File: src/swrl_pkg.sv
// ----------------------------------------------------------------------------
// swrl_pkg
// Shared types and constants for the sliding window rate limiter.
// ----------------------------------------------------------------------------
`default_nettype none

package swrl_pkg;

    localparam int RING_DEPTH = 256;
    localparam int TIME_WIDTH = 32;

    localparam int IDX_W = (RING_DEPTH > 1) ? $clog2(RING_DEPTH) : 1;
    localparam int CNT_W = $clog2(RING_DEPTH + 1);
    localparam int SUM_W = CNT_W + 1;

    localparam int NOW_W = 32;
    localparam int WIN_W = 32;
    localparam int MAX_W = 9;
    localparam int OCC_W = 9;
    localparam int CMP_W = (CNT_W > MAX_W) ? CNT_W : MAX_W;

    localparam int CFG_IDX_W = 2;
    localparam logic [CFG_IDX_W-1:0] CFG_WINDOW_MS    = 2'd0;
    localparam logic [CFG_IDX_W-1:0] CFG_MAX_REQUESTS = 2'd1;

    localparam logic [WIN_W-1:0] WINDOW_RESET = 32'd1000;
    localparam logic [MAX_W-1:0] MAX_RESET    = 9'd100;

    typedef logic [TIME_WIDTH-1:0] t_stamp;
    typedef logic [IDX_W-1:0]      t_idx;
    typedef logic [CNT_W-1:0]      t_cnt;

    // result of the shared subtractor
    typedef struct packed {
        t_stamp diff;
        logic   borrow;
    } t_sub_res;

    typedef enum logic [1:0] {
        S_IDLE  = 2'b01,
        S_CHECK = 2'b10
    } t_state;

endpackage

`default_nettype wire

File: src/swrl_sub.sv
// ----------------------------------------------------------------------------
// swrl_sub
// Shared subtractor: forms the window start and does the expiry compare.
// ----------------------------------------------------------------------------
`default_nettype none

module swrl_sub
    import swrl_pkg::*;
(
    input  wire t_stamp   i_a,
    input  wire t_stamp   i_b,
    output t_sub_res      o_res
);

    logic [TIME_WIDTH:0] w_full;

    // borrow out means a < b, unsigned
    assign w_full       = {1'b0, i_a} - {1'b0, i_b};
    assign o_res.diff   = w_full[TIME_WIDTH-1:0];
    assign o_res.borrow = w_full[TIME_WIDTH];

endmodule

`default_nettype wire
File: config.mk
export PLATFORM = sky130hd
export DESIGN_NAME = swrl_sub
export DESIGN_NICKNAME = d
export VERILOG_FILES = /design/src/swrl_pkg.sv /design/src/swrl_sub.sv
export SDC_FILE = /design/constraint.sdc
export NUM_CORES = 1
export LEC_CHECK = 0
export ABC_AREA = 1
export BUFFER_PORTS_ARGS = -buffer_cell sky130_fd_sc_hd__buf_2
export CAP_MARGIN = 10
export CORE_ASPECT_RATIO = 0.8
export CORE_MARGIN = 8
export CORE_UTILIZATION = 55
export DETAILED_ROUTE_END_ITERATION = 8
export PLACE_DENSITY = 0.94
export SETUP_SLACK_MARGIN = 0.4
export SYNTH_ARGS = -nofsm -noshare
export SYNTH_HDL_FRONTEND = slang
export SYNTH_SLANG_ARGS = --single-unit
export TNS_END_PERCENT = 5
File: constraint.sdc
create_clock -name vclk -period 3.2
set_input_delay 0.32 -clock vclk [all_inputs]
set_output_delay 0.32 -clock vclk [all_outputs]
set_load 0.02 [all_outputs]
==> After elaboration in Yosys (flattened, before gate mapping) <==
Index checks and enable logic that the tools add are counted.
W data, S select, Z words.
{ "word_totals": {"elab_cells": 1, "output_inout_bits": 33, "inputBits": 64, "ff_bits": 0} }
{ "classes": {"addsub": 1} }
{ "op_table": {"columns": ["operator", "count"], "rows": [
  ["$sub A32 B32 Y33", 1]
]} }

==> Depth between registers and ports, before layout <==
{ "logic_depth": {"word_depth": 1, "mapped_depth": 13, "ltp_nobuf": 13} }

==> Worst setup path before layout <==
No wires, ideal clock.
{ "synth_path": {"path_type": "input -> output", "start": "input i_a[0]", "end": "output o_res[13] (netlist name)", "required_ps": 2880, "stages": 9, "n_path_buf": 0, "arrival_time_ps": 1760, "setup_slack_ps": 1120, "cell_sequence": "inv_1 > ha_1 > fa_1 > inv_1 > nand3_1 > nand3_1 > nand3_1 > nand2_1 > xor2_1"} }
{ "synth_lines": {"columns": ["element", "line_no", "text"], "rows": [
  ["start, declared", "swrl_sub.sv:10", "input wire t_stamp i_a,"],
  ["end, declared", "swrl_sub.sv:12", "output t_sub_res o_res"]
]} }

==> impl_metrics.tcl <==
set metrics [dict create \
    status "finished clean" \
    diodes 0 \
    rows 22 \
    clock_power_share 0 \
    dr_total_vias 3488 \
    whs_path_depth 4 \
    drtIter0Drc 304 \
    power_mw 0.6886 \
    first_pass_iters 6 \
    port_buffers 97 \
    dp_hpwl_um 7738 \
    cts_resized 0 \
    rsz0062_at_grt "false" \
    postSynthAreaPerCell_um2 4.677 \
    tns_ns 0 \
    final_hold_viol_count 0 \
    cts-hold-fix-buffers 0 \
    switching_share 0.6521 \
    fin_crit_sh 0.7497 \
    synthesis.area_um2 2572 \
    gp_congestion 0.9846 \
    cts_setup_buffers 0 \
    seq_power_share 0 \
    die_h_um 77.17 \
    synth_commonest_cells "nand2_1, inv_1, nor2_1, ha_1, nand3_1" \
    p_leak_nw 2.349 \
    p_per_area_nw_per_um2 219.8 \
    crit_type "in -> out" \
    startpoint_type "input port" \
    cap_violations 0 \
    grt_usage 0.2268 \
    synth_area_leader_cell "nand2_1" \
    p_switching_mw 0.4491 \
    pwr-share-comb 1.000 \
    flops_and_latches 0 \
    ios 97 \
    worst_slew_margin_rel 0.8303 \
    die_w_um 92.46 \
    endpoint_kind "primary output" \
    die_area_um2 7135 \
    setup-violations-final 0 \
    worst_slew_pin_slew_ns 0.2541 \
    nClkBuffers 0 \
    core_region_area_um2 4542 \
    grt_pass1_wl_um 13860 \
    netlist_instances 550 \
    synth_area_leaders "nand2_1, inv_1, ha_1" \
    place_inst 707 \
    worst_ep_arrival_time_ns 2.08 \
    crit_fanout 3 \
    synth_top_area_frac 0.3385 \
    vdd_drop_max_uv 133.2 \
    layout_min_cycle_time_ns 2.399 \
    p_int_mw 0.2396 \
    synth_cell_type_count 21 \
    final_cells 707 \
    start_util 0.5664 \
    grt_overflow 0 \
    layout.area.seq_um2 0 \
    ys_warn_count 0 \
    synth_most_common_cell "nand2_1" \
    drtAntennaViolNets 0 \
    drv_slew 0 \
    cp.required_ns 2.88 \
    nets 746 \
    syn_nets 647 \
    antenna_found_initial 0 \
    max_clock_freq_mhz 416.8 \
    syn_to_final_growth_pct 21.79 \
    grt_pass1_vias 3146 \
    holdWs_ns 1.015 \
    seq_area_frac_synth 0 \
    wire_per_inst_um 12.12 \
    via_per_inst 4.934 \
    hp-class "in -> out" \
    post_route_cells_drive_above_1_share 0.1685 \
    drc_errors 0 \
    routed_wl_um 8572 \
    grt_max_degree 7 \
]
## layout by cell type, fill, tap and decap left out, types with 2 or more instances in the layout
master,n
nand4_1,6
xor2_1,12
buf_2,97
ha_1,32
a21oi_1,21
nor3_1,3
inv_1,153
nand3_1,24
nand3_2,3
xnor2_1,2
nor2_1,45
nand3b_1,2
nand2_2,7
nand2_1,232
## metal layers
metal	part of all wire	track usage	up-vias
met5	0	0	-
met4	0.0089	0.02408	0
met3	0.082	0.01556	8
met2	0.45	0.3852	141
met1	0.45	0.3106	1530
li1	-	-	1809
## path summary, 6_finish.rpt
| check | startpoint | to |
|---|---|---|
| max | i_a[0] | o_res[17] |
| min | i_b[0] | o_res[1] |
## per-stage QoR
step           worst slack (ns)  utilization  instance area (um^2)
2_1_floorplan             1.120            -                  2572
4_1_cts                  0.8091       0.6898                  3133
3_3_place_gp             0.9028       0.6898                  3133
3_5_place_dp             0.8093       0.6898                  3133
6_report                 0.8010       0.6898                  3133
5_1_grt                  0.5779       0.6898                  3133
## layout make-up
class              instances  area, um^2
inverters                153       574.3
fillers                  462        1409
well taps                 60       75.07
repair buffers            97       485.5
multi-input cells        397        1998
## logic make-up after synthesis
| kind of cell | share of synthesized area |
|---|---|
| AOI/OAI and AO/OA | 0.04864 |
| xor gates and xnor gates | 0.04767 |
| adders and majority gates | 0.1634 |
| buffers and inverters | 0.2232 |
| and+or+nand+nor | 0.5170 |
## worst max-delay path, stage by stage
cell	delay, ns
buf_2	0.08
inv_1	0.03
ha_1	0.21
fa_1	0.44
inv_1	0.13
nand3_1	0.07
nand3_1	0.14
nand2_1	0.06
nand2_1	0.11
nand2_1	0.09
nand3b_1	0.12
nand2_1	0.06
nand2_1	0.05
buf_2	0.15
## power by group through the flow
stage	combinational [mW]	sequential, mW	clock (mW)
after floorplan	0.466	0	0
after global placement	0.667	0	0
after detailed placement	0.679	0	0
after CTS	0.681	0	0
after global routing	0.761	0	0
final	0.689	0	0
Power figures use the tool's default switching activity.
